--- src/rtl/tcc_pkg.sv ---
// Shared widths, constants and sideband types for the tilt-compensated compass.
`timescale 1ns / 1ps
`default_nettype none
package tcc_pkg;

  // angle format: signed degrees * 2^15
  localparam int ZW = 26;
  // accelerometer vectoring path width (inputs * 2^8 plus CORDIC gain)
  localparam int AW = 27;
  // sin/cos width (* 2^30)
  localparam int RW = 33;
  // tilt-compensated terms (* 2^8)
  localparam int YW = 27;
  localparam int XW = 28;
  // magnetic vectoring path width
  localparam int MW = 30;
  // product of the magnitude and 1/K
  localparam int PW = 58;

  localparam int TAB_LEN = 24;

  localparam logic signed [ZW-1:0] A90  = 26'sd2949120;
  localparam logic signed [ZW-1:0] A180 = 26'sd5898240;
  localparam logic signed [31:0]   INV_K = 32'sd652032874;

  localparam logic signed [15:0] DECL_RESET = 16'sd6400;
  localparam int FULL_TURN   = 46080;
  localparam int SECTOR_W    = 5760;
  localparam int HALF_SECTOR = 2880;
  localparam int ROLL_LIM    = 23040;
  localparam int PITCH_LIM   = 11520;

  // atan(2^-i) in degrees * 2^15, rounded to nearest
  localparam int ATAN_TAB [TAB_LEN] = '{
    1474560, 870484, 459940, 233473, 117189, 58652, 29333, 14667,
    7334, 3667, 1833, 917, 458, 229, 115, 57,
    29, 14, 7, 4, 2, 1, 0, 0
  };

  // sideband carried through the roll vectoring pipeline
  typedef struct packed {
    logic signed [15:0] ax;
    logic signed [16:0] mx;
    logic signed [16:0] my;
    logic signed [16:0] mz;
  } a_side_t;

  // sideband carried through the pitch vectoring pipeline
  typedef struct packed {
    logic signed [ZW-1:0] angr;
    logic signed [16:0]   my;
    logic signed [16:0]   mz;
  } c_side_t;

  // sideband carried through the pitch sin/cos pipeline
  typedef struct packed {
    logic signed [ZW-1:0] angr;
    logic signed [ZW-1:0] angp;
    logic signed [RW-1:0] sr;
    logic signed [RW-1:0] cr;
    logic signed [16:0]   mx;
    logic signed [16:0]   my;
    logic signed [16:0]   mz;
  } d_side_t;

  // roll and pitch carried to the output stage
  typedef struct packed {
    logic signed [ZW-1:0] angr;
    logic signed [ZW-1:0] angp;
  } ang_pair_t;

endpackage
`default_nettype wire

--- src/rtl/tcc_vec.sv ---
// Pipelined vectoring CORDIC: atan2(y, x) and gained magnitude, one iteration per stage.
`timescale 1ns / 1ps
`default_nettype none
module tcc_vec import tcc_pkg::*; #(
  parameter int W      = 27,
  parameter int STAGES = 16,
  parameter int SW     = 1
) (
  input  logic                 clk,
  input  logic                 rst,
  input  logic                 en,
  input  logic                 in_valid,
  input  logic signed [W-1:0]  in_x,
  input  logic signed [W-1:0]  in_y,
  input  logic [SW-1:0]        in_side,
  output logic                 out_valid,
  output logic signed [ZW-1:0] out_z,
  output logic signed [W-1:0]  out_mag,
  output logic [SW-1:0]        out_side
);

  logic                 vs   [0:STAGES];
  logic                 zf   [0:STAGES];
  logic signed [W-1:0]  xs   [0:STAGES];
  logic signed [W-1:0]  ys   [0:STAGES];
  logic signed [ZW-1:0] zs   [0:STAGES];
  logic [SW-1:0]        side [0:STAGES];

  logic signed [W-1:0]  x0_next;
  logic signed [W-1:0]  y0_next;
  logic signed [ZW-1:0] z0_next;

  // fold the left half plane onto the right one
  always_comb begin
    x0_next = in_x;
    y0_next = in_y;
    z0_next = '0;
    if (in_x < 0) begin
      x0_next = -in_x;
      y0_next = -in_y;
      z0_next = (in_y >= 0) ? A180 : -A180;
    end
  end

  always_ff @(posedge clk) begin
    if (rst) begin
      vs[0] <= 1'b0;
    end else if (en) begin
      vs[0] <= in_valid;
    end
    if (en) begin
      zf[0]   <= (in_x == '0) && (in_y == '0);
      xs[0]   <= x0_next;
      ys[0]   <= y0_next;
      zs[0]   <= z0_next;
      side[0] <= in_side;
    end
  end

  // one micro-rotation per stage, driving y toward zero
  for (genvar g = 0; g < STAGES; g++) begin : g_iter
    always_ff @(posedge clk) begin
      if (rst) begin
        vs[g+1] <= 1'b0;
      end else if (en) begin
        vs[g+1] <= vs[g];
      end
      if (en) begin
        zf[g+1]   <= zf[g];
        side[g+1] <= side[g];
        if (ys[g] >= 0) begin
          xs[g+1] <= xs[g] + (ys[g] >>> g);
          ys[g+1] <= ys[g] - (xs[g] >>> g);
          zs[g+1] <= zs[g] + ZW'(ATAN_TAB[g]);
        end else begin
          xs[g+1] <= xs[g] - (ys[g] >>> g);
          ys[g+1] <= ys[g] + (xs[g] >>> g);
          zs[g+1] <= zs[g] - ZW'(ATAN_TAB[g]);
        end
      end
    end
  end

  // zero vector reports angle 0
  assign out_valid = vs[STAGES];
  assign out_z     = zf[STAGES] ? '0 : zs[STAGES];
  assign out_mag   = xs[STAGES];
  assign out_side  = side[STAGES];

endmodule
`default_nettype wire

--- config.mk ---
export PLATFORM = sky130hd
export DESIGN_NAME = tcc_vec
export DESIGN_NICKNAME = d
export VERILOG_FILES = /design/src/rtl/tcc_pkg.sv /design/src/rtl/tcc_vec.sv
export SDC_FILE = /design/constraint.sdc
export NUM_CORES = 2
export LEC_CHECK = 0
export BUFFER_PORTS_ARGS = -buffer_cell sky130_fd_sc_hd__clkbuf_2
export CAP_MARGIN = 20
export CORE_MARGIN = 2
export CORE_UTILIZATION = 55
export CTS_BUF_LIST = sky130_fd_sc_hd__clkbuf_2
export DETAILED_ROUTE_END_ITERATION = 7
export PLACE_DENSITY = 0.75
export REMOVE_ABC_BUFFERS = 1
export SLEW_MARGIN = 20
export SYNTH_ARGS = -nofsm -noshare
export SYNTH_HDL_FRONTEND = slang
export SYNTH_SLANG_ARGS = --single-unit
--- constraint.sdc ---
create_clock -name clk -period 5.5 [get_ports clk]
set_input_delay 1.1 -clock clk [delete_from_list [all_inputs] [get_ports clk]]
set_output_delay 1.1 -clock clk [all_outputs]
set_load 0.005 [all_outputs]
==> results by group <==
Worst hold path
  – Min-Delay Path Depth: 3
  – Hold Path Class: input pin to register
  – Hold_sp: in_y[7]
  – Hold Path End: ys[0][7]$_DFFE_PP_

Timing
  – Clock skew: roughly 0.13 ns
  – Final hold vios: 0
  – Max Slew Vio Count: 0
  – Slew @ Worst Pin: ~1.4 ns
  – Slew headroom: 7.76%
  – Setup_tns: 0 ns
  – Crit share post-route: between 90% and 100%
  – Endpoints failing setup: 0
  – RSZ-0062 raised after global routing: false
  – Min Tclk post-route: between 5 and 6 ns
  – Max Freq: 196 MHz

Worst setup path
  – Worst path bufs/invs: 2
  – CP Cell Sequence: nor3_1, nand2_1, nor3_1, and2_1, nand2_1, or2_2, o41ai_1, xnor2_1, ha_1, inv_1, nor4_2, and3_1, a2111oi_0, buf_4, o31ai_1, a221o_1, a21oi_1, xnor2_1
  – Critical Path Start Type: register
  – Reg2Reg Depth: 18
  – Capturing point of the worst reg2reg path: ys[2][26]$_DFFE_PP_
  – CP max-delay cell: o31ai_1
  – Req. time, crit path: approximately 7.2 ns
  – Critical Path AT: around 6.8 ns
  – Crit Reg-Reg Startpoint: xs[1][5]$_DFFE_PP_
  – Critical path capture point type: register
  – CP top delay family: simple AND/OR/NAND/NOR gates
  – Kind of critical path: register to register
  – Reg2reg setup slack: slightly below 0.4 ns
  – Worst path max stage delay: between 0.4 and 0.5 ns
  – Crit-path max FO: 4

Clock tree
  – Clock root buffer: clkbuf_2
  – Clock slew at reported path FFs: approximately 0.12 ns
  – Setup bufs post-CTS: 0
  – CTS tree: done
  – H-tree depth: 5
  – TritonCTS Buffers: 359
  – Clk buf depth: 4
  – Clock latency on the worst-skew pair: just under 2 ns
  – Clk sink count: around 1.3k

Synth
  – Cells after synthesis: approximately 11k
  – Number of flops mapped to enable cells by yosys: between 1k and 1.5k
  – Asr flop ratio synth: 0%
  – Syn avg cell area: between 9 and 10 um2
  – Sequential share of the synthesized area: a little over a third
  – Netlist Area Pre-Place: 107000 um2
  – Register bit count reported by yosys: ~1.3k
  – Yosys warns: 0
  – Post-synth cell types: 92
  – Top FF cell, synth: edfxtp_1

Floorplan
  – Starting density of the core: 55.5%
  – Die height: 445 um
  – Die width: around 440 um
  – Die ar.: 198000 um2
  – # rows: 161
  – Ports: 114
  – Floorplan Core Area: between 150000 and 200000 um2

Status
  – Status: finished clean

Flow run
  – Number of max-cap violations: 0

Layout
  – Share of post-route cells with drive strength above 1: ~7.4%
  – Most common cell after layout, fill and taps aside: edfxtp_1
  – # fillers: 16.4k
  – Commonest non-fill, non-tap cells in the layout: edfxtp_1 (1298), ha_1 (1208), xnor2_1 (1014)
  – Area growth syn-to-layout: 8.21%
  – Post-layout nets: between 10k and 15k

Placed design
  – Final HPWL DP: 221 mm
  – GP Congestion: roughly 0.99
  – Buffers on Ports: 112

Detailed routing
  – Vias: ~86k
  – Vias per cell: between 5 and 6
  – Remaining DRCs: 0
  – Initial DRC count: between 5k and 6k
  – WL/cell: 19.6 um
  – Antenna viol nets, final: 0
  – WL final: between 200 and 300 mm
  – DRT Pass-1 Iters: 7

Global route
  – Vias in the first global route: approximately 85k
  – Initial antenna violation count: 4
  – Total gr overflow: 0
  – GRT Overall Usage: between 20% and 30%
  – First-pass GRT wire length: about 450 mm
  – Largest net degree at the start of global routing: about 180
==> state kept, by name (all words and copies together), names as in the netlist <==
| signal | count |
|---|---|
| vs | 17 |
| zf | 17 |
| zs | 372 |
| side | 17 |
| xs | 459 |
| ys | 416 |
==> Yosys cell counts, drive strengths merged (25+ instances only) <==
| cell type | count | share of area, % |
|---|---|---|
| edfxtp | 1298 | 36 |
| ha | 1208 | 14 |
| xnor2 | 1014 | 8.3 |
| a21oi | 1006 | 4.7 |
| nor2 | 856 | 3.0 |
| nand2 | 714 | 2.5 |
| o21ai | 674 | 3.2 |
| inv | 525 | 1.8 |
| xor2 | 524 | 4.3 |
| a21o | 451 | 3.2 |
| nor3 | 256 | 1.2 |
| nand2b | 207 | 1.2 |
| nand3 | 195 | 0.91 |
| nor2b | 191 | 1.1 |
| clkbuf | 171 | 0.60 |
| o21a | 168 | 1.2 |
| o21bai | 135 | 0.95 |
| o31ai | 135 | 0.96 |
| and3 | 94 | 0.55 |
| a31oi | 83 | 0.49 |
| o41ai | 79 | 0.70 |
| a211oi | 73 | 0.51 |
| nor4 | 73 | 0.43 |
| or3 | 73 | 0.43 |
| nand4 | 67 | 0.39 |
| and2 | 65 | 0.38 |
| a21boi | 57 | 0.40 |
| or4 | 53 | 0.37 |
| o211ai | 50 | 0.35 |
| or2 | 49 | 0.29 |
| fa | 43 | 0.81 |
| mux2i | 40 | 0.37 |
| nand3b | 27 | 0.19 |
| a211o | 26 | 0.21 |
| a31o | 26 | 0.21 |
| and4 | 25 | 0.20 |
| o31a | 25 | 0.20 |
==> tightest hold or removal path: cells and delay by family <==
kind,cells,cell delay [ns]
buffers and inverters,2,0.67
xor gates and xnor gates,1,0.11
==> per-stage QoR <==
stage	area, um2	util [%]	worst slack (ns)	instances	hold slack (ns)
after CTS	116000	60.0	0.282	14400	0.00980
final	116000	60.0	0.390	14400	0.181
after floorplan	106000	-	0.00699	10900	0.400
after global routing	116000	60.0	0.0906	14400	0.0337
after detailed placement	111000	57.6	-0.0506	13700	0.405
after global placement	111000	57.6	0.0280	13700	0.402
==> worst max-delay path by stage <==
| stage | from | endpoint | slack, ns | cells after the start |
|---|---|---|---|---|
| 4_1_cts | xs[1][5]$_DFFE_PP_ | ys[2][26]$_DFFE_PP_ | 0.28 | 18 |
| 3_5_place_dp | en | ys[7][26]$_DFFE_PP_ | -0.05 | 16 |
| 3_3_place_gp | en | ys[7][26]$_DFFE_PP_ | 0.03 | 16 |
| 6_report | xs[1][5]$_DFFE_PP_ | ys[2][26]$_DFFE_PP_ | 0.39 | 18 |
| 2_1_floorplan | en | ys[6][26]$_DFFE_PP_ | 0.007 | 15 |
| 5_1_grt | xs[1][5]$_DFFE_PP_ | ys[2][26]$_DFFE_PP_ | 0.09 | 18 |
==> area by class of cell <==
class	count	area (um2)	share of cell area (%)
Antenna cell	13	32.5	0.0281
Clock buffer	464	2320	2.01
Clock inverter	144	908	0.785
Inverter	531	1990	1.72
Multi-Input combinational cell	9075	65200	56.4
Sequential cell	1298	39000	33.7
Tap cell	2526	3160	2.73
Timing Repair Buffer	392	3080	2.66
==> kinds of logic (layout without fill, tap and decap cells) <==
kind of cell	Yosys count	after routing	share of synthesized area (%)
xor+xnor	1538	1538	12.6
simple gates	2997	2997	13.6
mux	55	55	0.533
other cells	1	14	0.00351
fa+ha+maj	1251	1251	14.9
compound gates	3233	3233	19.3
buf+inv	726	1531	2.56
flops	1298	1298	36.5
==> layer usage <==
metal | track usage (%) | wire (um)
met4 | 14.5 | 14800
met5 | 0 | 24
met1 | 33.4 | 115000
met2 | 49.0 | 139000
met3 | 3.73 | 13300
==> repair_timing <==
item,4_1_cts,5_1_grt
resized for setup,0,1
hold buffers,144,0
endpoints found under the setup margin,0,1
endpoints found under the hold margin,551,0
Power is not shown: default switching activity piles up to over one toggle a cycle in this logic, so the estimate is an artifact.
