<file path="config.mk">
export PLATFORM = sky130hd
export DESIGN_NAME = tcc_head
export DESIGN_NICKNAME = d
export VERILOG_FILES = /design/src/rtl/tcc_pkg.sv /design/src/rtl/tcc_head.sv
export SDC_FILE = /design/constraint.sdc
export NUM_CORES = 1
export LEC_CHECK = 0
export BUFFER_PORTS_ARGS = -buffer_cell sky130_fd_sc_hd__buf_2
export CAP_MARGIN = 20
export CORE_ASPECT_RATIO = 1.1
export CORE_MARGIN = 2
export CORE_UTILIZATION = 40
export CTS_CLUSTER_SIZE = 24
export DETAILED_ROUTE_END_ITERATION = 10
export PLACE_DENSITY = 0.71
export RECOVER_POWER = 100
export SYNTH_ARGS = -nofsm -noshare
export SYNTH_HDL_FRONTEND = slang
export SYNTH_SLANG_ARGS = --single-unit
</file>
<file path="constraint.sdc">
create_clock -name clk -period 9.5 [get_ports clk]
set_clock_uncertainty 0.15 [all_clocks]
set_input_delay 1.425 -clock clk [delete_from_list [all_inputs] [get_ports clk]]
set_output_delay 1.425 -clock clk [all_outputs]
set_load 0.01 [all_outputs]
</file>
<file path="src/rtl/tcc_pkg.sv">
// Shared widths, constants and sideband types for the tilt-compensated compass.
`timescale 1ns / 1ps
`default_nettype none
package tcc_pkg;

  // angle format: signed degrees * 2^15
  localparam int ZW = 26;
  // accelerometer vectoring path width (inputs * 2^8 plus CORDIC gain)
  localparam int AW = 27;
  // sin/cos width (* 2^30)
  localparam int RW = 33;
  // tilt-compensated terms (* 2^8)
  localparam int YW = 27;
  localparam int XW = 28;
  // magnetic vectoring path width
  localparam int MW = 30;
  // product of the magnitude and 1/K
  localparam int PW = 58;

  localparam int TAB_LEN = 24;

  localparam logic signed [ZW-1:0] A90  = 26'sd2949120;
  localparam logic signed [ZW-1:0] A180 = 26'sd5898240;
  localparam logic signed [31:0]   INV_K = 32'sd652032874;

  localparam logic signed [15:0] DECL_RESET = 16'sd6400;
  localparam int FULL_TURN   = 46080;
  localparam int SECTOR_W    = 5760;
  localparam int HALF_SECTOR = 2880;
  localparam int ROLL_LIM    = 23040;
  localparam int PITCH_LIM   = 11520;

  // atan(2^-i) in degrees * 2^15, rounded to nearest
  localparam int ATAN_TAB [TAB_LEN] = '{
    1474560, 870484, 459940, 233473, 117189, 58652, 29333, 14667,
    7334, 3667, 1833, 917, 458, 229, 115, 57,
    29, 14, 7, 4, 2, 1, 0, 0
  };

  // sideband carried through the roll vectoring pipeline
  typedef struct packed {
    logic signed [15:0] ax;
    logic signed [16:0] mx;
    logic signed [16:0] my;
    logic signed [16:0] mz;
  } a_side_t;

  // sideband carried through the pitch vectoring pipeline
  typedef struct packed {
    logic signed [ZW-1:0] angr;
    logic signed [16:0]   my;
    logic signed [16:0]   mz;
  } c_side_t;

  // sideband carried through the pitch sin/cos pipeline
  typedef struct packed {
    logic signed [ZW-1:0] angr;
    logic signed [ZW-1:0] angp;
    logic signed [RW-1:0] sr;
    logic signed [RW-1:0] cr;
    logic signed [16:0]   mx;
    logic signed [16:0]   my;
    logic signed [16:0]   mz;
  } d_side_t;

  // roll and pitch carried to the output stage
  typedef struct packed {
    logic signed [ZW-1:0] angr;
    logic signed [ZW-1:0] angp;
  } ang_pair_t;

endpackage
`default_nettype wire

</file>
<file path="src/rtl/tcc_head.sv">
// Output stages: angle rounding and clamping, heading wrap and sector lookup.
`timescale 1ns / 1ps
`default_nettype none
module tcc_head import tcc_pkg::*; (
  input  logic                 clk,
  input  logic                 rst,
  input  logic                 en,
  input  logic                 in_valid,
  input  logic signed [ZW-1:0] in_roll,
  input  logic signed [ZW-1:0] in_pitch,
  input  logic signed [ZW-1:0] in_yaw,
  input  logic signed [15:0]   decl,
  output logic                 out_valid,
  output logic signed [15:0]   out_roll,
  output logic signed [14:0]   out_pitch,
  output logic [15:0]          out_heading,
  output logic [2:0]           out_sector
);

  localparam int RNW = ZW - 7;

  logic                  v1, v2, v3;
  logic signed [15:0]    roll1, roll2, roll3;
  logic signed [14:0]    pitch1, pitch2, pitch3;
  logic signed [19:0]    h1;
  logic [15:0]           h2, h3;
  logic [2:0]            sec3;

  logic signed [ZW:0]    r_sum, p_sum, y_sum;
  logic signed [RNW-1:0] r_rnd, p_rnd, y_rnd;
  logic signed [RNW-1:0] r_clp, p_clp;
  logic signed [19:0]    h_wrap;
  logic [3:0]            cnt;

  // round to 1/128 degree, clamp roll and pitch, add declination
  always_comb begin
    r_sum = (ZW+1)'(in_roll) + (ZW+1)'(128);
    p_sum = (ZW+1)'(in_pitch) + (ZW+1)'(128);
    y_sum = (ZW+1)'(in_yaw) + (ZW+1)'(128);
    r_rnd = r_sum[ZW:8];
    p_rnd = p_sum[ZW:8];
    y_rnd = y_sum[ZW:8];
    r_clp = r_rnd;
    if (r_rnd > RNW'(ROLL_LIM)) begin
      r_clp = RNW'(ROLL_LIM);
    end else if (r_rnd < -RNW'(ROLL_LIM)) begin
      r_clp = -RNW'(ROLL_LIM);
    end
    p_clp = p_rnd;
    if (p_rnd > RNW'(PITCH_LIM)) begin
      p_clp = RNW'(PITCH_LIM);
    end else if (p_rnd < -RNW'(PITCH_LIM)) begin
      p_clp = -RNW'(PITCH_LIM);
    end
  end

  always_ff @(posedge clk) begin
    if (rst) begin
      v1 <= 1'b0;
    end else if (en) begin
      v1 <= in_valid;
    end
    if (en) begin
      roll1  <= r_clp[15:0];
      pitch1 <= p_clp[14:0];
      h1     <= 20'(y_rnd) + 20'(decl);
    end
  end

  // wrap into one turn; the sum stays within two turns either way
  always_comb begin
    if (h1 >= 20'(FULL_TURN)) begin
      h_wrap = h1 - 20'(FULL_TURN);
    end else if (h1 >= 0) begin
      h_wrap = h1;
    end else if (h1 >= -20'(FULL_TURN)) begin
      h_wrap = h1 + 20'(FULL_TURN);
    end else begin
      h_wrap = h1 + 20'(2 * FULL_TURN);
    end
  end

  always_ff @(posedge clk) begin
    if (rst) begin
      v2 <= 1'b0;
    end else if (en) begin
      v2 <= v1;
    end
    if (en) begin
      roll2  <= roll1;
      pitch2 <= pitch1;
      h2     <= h_wrap[15:0];
    end
  end

  // sector: count edges at or below the heading; an edge belongs to the next sector
  always_comb begin
    cnt = '0;
    for (int k = 1; k <= 8; k++) begin
      if ({1'b0, h2} >= 17'(k * SECTOR_W - HALF_SECTOR)) begin
        cnt = cnt + 4'd1;
      end
    end
  end

  always_ff @(posedge clk) begin
    if (rst) begin
      v3 <= 1'b0;
    end else if (en) begin
      v3 <= v2;
    end
    if (en) begin
      roll3  <= roll2;
      pitch3 <= pitch2;
      h3     <= h2;
      sec3   <= cnt[2:0];
    end
  end

  assign out_valid   = v3;
  assign out_roll    = roll3;
  assign out_pitch   = pitch3;
  assign out_heading = h3;
  assign out_sector  = sec3;

endmodule
`default_nettype wire

</file>
==> results.yml, run 1 <==
timing:
  finalHoldViolations: 0
  worst_pin_slew_ns: 3.54
  final-setup-viol-count: 0
  timing.final.crit_share_pct: 55.3
  rsz_0062_raised_after_global_routing: "no"
  fmax_mhz: 190
  finalMaxSlewViolations: 71
  final_tns_setup_ns: 0
  fin_worst_hold_slack_ns: 0.267
  slew_headroom_pct: -136
  post-route-min-period_ns: 5.25
setup_path:
  criticalPathCategory: "in2reg"
  path_depth: 4
  cp_slowest_cell: "sky130_fd_sc_hd__clkbuf_1"
  arrival_ns: 5.40
  path_max_fanout: 82
  cp.buffers_inverters: 2
  reg2reg_depth: 20
  cp_top_family: "buffers and inverters"
  path_cells: "clkbuf_1, buf_4, mux2i_1, nor2_1"
  crit_path_max_incr_delay_ns: 2.43
  setup.worst_path.end_class: "flip-flop"
  worstPathRequired_ns: 9.64
  cp-start-kind: "input port"
floorplanning:
  floorplan.initialDensity_pct: 40.5
  std_cell_rows: 55
  die-area_mm2: 0.0218
  die_x_um: 141
  core_region_area_mm2: 0.0204
  die_height_um: 155
  io_pins: 149
cells_and_area:
  layout_common_cells: "sky130_fd_sc_hd__edfxtp_1 (148), sky130_fd_sc_hd__buf_2 (71), sky130_fd_sc_hd__clkbuf_1 (57)"
  area_taken_by_multi_input_logic_gates_mm2: 0.00348
  drive_gt1_share_pct: 14.5
  final_core_utilization_pct: 47.1
  final_common_cell: "sky130_fd_sc_hd__edfxtp_1"
  seqCellArea_mm2: 0.00450
  syn_to_final_growth_pct: 16.3
  fillCellCount: 1906
  fin_area_mm2: 0.00959
  finish.net_count: 953
clocking:
  h-tree-depth: 4
  cts-root-buf: "sky130_fd_sc_hd__clkbuf_16"
  cts-buffers-inserted: 17
  cts_tree: "yes"
  cts_post_setup_buffers_inserted: 0
  post_cts_resize_count: 0
  hold_buffers: 0
  clk_transition_reported_paths_ns: 0.06
  clock_latency_ns: 0.41
  cts_num_sinks: 151
  clk_path_buf_depth: 2
placement:
  hpwlAfterDp_um: 11900
  buffer_ports.inserted: 127
  detailed_place.area_mm2: 0.00908
  place.gp.congestion: 0.860
drt:
  route.detailed.vias_per_inst: 5.32
  finalWirelength_um: 16100
  post-route-drc-count: 0
  average_wire_per_standard_cell_um: 14.8
  drt-initial-drc-count: 309
  first_pass_iters: 4
  antenna_violating_nets_post_route: 0
  routed-via-count: 5793
pwr:
  peakVddDrop_mv: 0.122
  leak_pwr_nw: 3.43
  post-layout-total-power_w: 0.00197
  power-per-cell-area_mw_per_mm2: 206
yosys:
  asyncSetResetFlopFracSynth_pct: 0
  synth.area.top_cells: "sky130_fd_sc_hd__edfxtp_1 (54%), sky130_fd_sc_hd__ha_1 (5.6%), sky130_fd_sc_hd__xnor2_1 (5.5%)"
  syn_inst_count: 695
  synth_cell_type_count: 78
  synth_nets: 831
  yosysWarningCount: 0
  synth_enable_flop_cells: 148
  post_synth_instance_area_mm2: 0.00825
  yosys_register_bits: 151
  synth_top_cell_by_area: "sky130_fd_sc_hd__edfxtp_1"
  synth_flop_cell: "sky130_fd_sc_hd__edfxtp_1"
  synth_top_area_share_pct: 53.9
  synth-seq-area-share_pct: 54.6
  avgSynthCellArea_um2: 11.9
grt:
  first_global_vias: 5218
  number_of_antenna_violations_at_the_first_check_in_global_routing: 6
  grt_start_max_net_pins: 83
  gr-usage-all-layers_pct: 14.7
  grt_residual_overflow: 0
  grt_first_pass_wirelength_um: 25300
worst_hold_path:
  worstHoldPathType: "reg2reg"
  worst_hold_path_stage_count: 0
status:
  violated_checks: "capacitance limit, slew limit"
  outcome: "finished, violations left"
flow_run:
  number_of_max_cap_violations: 1
==> path summary, 6_finish.rpt <==
check	end	slack, ns	from
max reg2reg	out_sector[2]	4.53	h2[6]
min reg2reg	out_pitch[2]	0.27	pitch2[2]
max	out_valid	4.25	en
min	out_pitch[2]	0.27	pitch2[2]
==> flip-flops by register name, indices dropped and copies added, names as in the netlist <==
register / count
v2: 1
h2: 16
out_sector: 3
out_pitch: 15
pitch2: 15
out_valid: 1
pitch1: 15
v1: 1
roll2: 16
h1: 20
out_roll: 16
out_heading: 16
roll1: 16
==> synthesized netlist by cell type (all sizes together) (9+ instances only) <==
cell    instances
nor3           22
a211oi         15
xor2           25
nand3          28
nand2          47
buf            19
and4            9
a21o            9
and3           10
o31ai           9
nor2           47
edfxtp        148
o21ai          23
xnor2          53
ha             37
inv            20
a21oi          32
nand4          20
==> per-layer routing <==
layer	share of wire, %	vias to the layer above	global-route usage (%)	routed length, um
met5	0.15	-	0	24
met4	2.7	4	7.24	438
met3	5.1	29	4.02	820
met2	53	135	26.7	8450
met1	39	2717	15.8	6320
li1	-	2908	-	-
==> cells by family after synthesis <==
logic type,share of synthesized area [%]
AND/OR/NAND/NOR,13.5
AO/OA/AOI/OAI,14.1
flip-flops,54.6
XOR/XNOR,8.38
buffers and inverters,2.58
adder cells (fa/ha/maj),5.86
multiplexers,1.02
==> power breakdown <==
group | total (W) | switching, W | internal, W
logic | 0.000406 | 0.000224 | 0.000182
clock network | 0.000685 | 0.000249 | 0.000436
registers | 0.000883 | 0.0000468 | 0.000836
total | 0.00197 | 0.000519 | 0.00145
==> metrics by stage <==
stage,worst slack [ns],cells
after floorplan,5.04,695
after global placement,4.72,1052
after detailed placement,4.68,1052
after CTS,4.67,1082
after global routing,3.79,1085
final,4.25,1088
==> area by class of cell <==
type                            count  share of cell area (%)
Sequential cell                   151                    47.0
Multi-Input combinational cell    496                    36.3
Timing Repair Buffer              130                    6.13
Clock buffer                       18                    4.48
Tap cell                          256                    3.34
Clock inverter                     12                    1.85
Inverter                           21                   0.822
Antenna cell                        4                   0.104
No activity file was read; power rests on OpenSTA's default activity.
==> inputs of run 2 (changes only) <==
- clock period: 9.5 -> 5.13 ns (I/O delays scaled with it)
==> results.yml, run 2 (synthesis gave the netlist of run 1 again) <==
status:
  outcome: "finished, violations left"
  violated_checks: "capacitance limit, slew limit"
setup_path:
  cp_slowest_cell: "sky130_fd_sc_hd__edfxtp_1"
  worst-r2r-setup-slack_ns: 0.32
  path_max_fanout: 7
  criticalPathCategory: "reg2reg"
  crit_path_max_incr_delay_ns: 0.47
  path_cells: "o21a_1, a21o_1, nand2_1, and3_1, ha_1, xnor2_1, inv_2, xnor2_2, ha_1, a211oi_1, a211o_1, and3_1, o31ai_1, ha_1, mux2_2, ha_1, o311ai_0, xor2_1, xnor2_1, xnor2_1"
  arrival_ns: 4.83
  critical_path.most_common_cell: "sky130_fd_sc_hd__ha_1"
  cp-start-kind: "flip-flop"
  setup.worst_path.end_class: "flip-flop"
  worstPathRequired_ns: 5.15
cells_and_area:
  drive_gt1_share_pct: 15.1
  fin_area_mm2: 0.00960
  largest_register_by_flop_count: "h1"
  finish.net_count: 953
  syn_to_final_growth_pct: 16.4
  layout_common_cells: "sky130_fd_sc_hd__edfxtp_1 (148), sky130_fd_sc_hd__buf_2 (71), sky130_fd_sc_hd__clkbuf_1 (57)"
  largest_reg_flops: 20
  final_common_cell: "sky130_fd_sc_hd__edfxtp_1"
timing:
  post-route-min-period_ns: 4.81
  finalMaxSlewViolations: 156
  fin_worst_hold_slack_ns: 0.264
  worst_pin_slew_ns: 2.20
  worst_slack_ns: 0.319
  timing.final.crit_share_pct: 93.8
  slew_headroom_pct: -46.6
  finalHoldViolations: 0
  rsz_0062_raised_after_global_routing: "no"
  final_tns_setup_ns: 0
  fmax_mhz: 208
  final-setup-viol-count: 0
pwr:
  power-per-cell-area_mw_per_mm2: 387
  peakVddDrop_mv: 0.208
  leak_pwr_nw: 3.46
placement:
  buffer_ports.inserted: 127
  dpl_worst_slack_ns: 0.323
  hpwlAfterDp_um: 12000
  place.gp.congestion: 0.853
  detailed_place.area_mm2: 0.00910
clocking:
  clk_path_buf_depth: 2
  cts_post_setup_buffers_inserted: 0
  cts-root-buf: "sky130_fd_sc_hd__clkbuf_16"
  cts_tree: "yes"
  clk_transition_reported_paths_ns: 0.06
  post_cts_resize_count: 0
  cts-buffers-inserted: 17
  cts_num_sinks: 151
  hold_buffers: 0
  clock_latency_ns: 0.42
  h-tree-depth: 4
grt:
  grt_start_max_net_pins: 91
  number_of_antenna_violations_at_the_first_check_in_global_routing: 5
  grt_first_pass_wirelength_um: 26000
  grt_residual_overflow: 0
  gr-usage-all-layers_pct: 15.1
  first_global_vias: 5445
drt:
  first_pass_iters: 5
  routed-via-count: 5786
  route.detailed.vias_per_inst: 5.31
  finalWirelength_um: 16100
  drt-initial-drc-count: 262
  post-route-drc-count: 0
  average_wire_per_standard_cell_um: 14.8
  antenna_violating_nets_post_route: 0
flow_run:
  number_of_max_cap_violations: 3
floorplanning:
  io_pins: 149
  core_region_area_mm2: 0.0204
  die_height_um: 155
  std_cell_rows: 55
  floorplan.initialDensity_pct: 40.5
  die_x_um: 141
  die-area_mm2: 0.0218
worst_hold_path:
  worstHoldPathType: "reg2reg"
run 2: cell count changes in the layout (fill, tap and decap cells not counted), sizes merged:
cell / delta
clkinv: -4
diode: -1
clkinvlp: -3
bufinv: -1
clkbuf: +1
buf: -2
inv: +11
run 2: power breakdown:
group          internal (W)  switching, W
Sequential          0.00155     0.0000836
Clock              0.000789      0.000524
Combinational      0.000345      0.000424
run 2: cell type report:
cell class	instances	area [um^2]
fill	1898	10800
sequential	151	4500
multi-input combinational	496	3480
timing repair buffer	130	582
clock buffer	17	425
tap	256	320
clock inverter	15	201
inverter	21	78.8
antenna	3	7.51
run 2: stage by stage:
| step | total power (W) | utilization (%) | instances |
|---|---|---|---|
| after floorplan | 0.00221 | - | 695 |
| after global placement | 0.00241 | 44.7 | 1054 |
| after detailed placement | 0.00243 | 44.7 | 1054 |
| after CTS | 0.00375 | 47.7 | 1086 |
| after global routing | 0.00391 | 47.1 | 1086 |
| final | 0.00371 | 47.1 | 1089 |
run 2: final timing paths:
kind,from,to,depth (start not counted)
hold reg to reg,h2[2],out_heading[2],0
hold / removal,h2[2],out_heading[2],0
setup reg to reg,h2[7],out_sector[2],20
setup / recovery,h2[7],out_sector[2],20
run 2: critical path, delay by kind of cell, from the launching register on:
kind / cells / cell delay [ns]
compound gates: 6 / 1.15
buf+inv: 1 / 0.09
simple gates: 3 / 0.43
xor+xnor: 5 / 0.92
mux: 1 / 0.27
flops: 1 / 0.47
fa+ha+maj: 4 / 1.07
run 2: routing by layer:
layer / global-route usage [%] / vias to the layer above / wire length (um)
li1: - / 2916 / -
met1: 16.1 / 2728 / 6370
met2: 27.7 / 112 / 8560
met3: 4.40 / 26 / 809
met4: 6.57 / 4 / 359
met5: 0 / - / 25
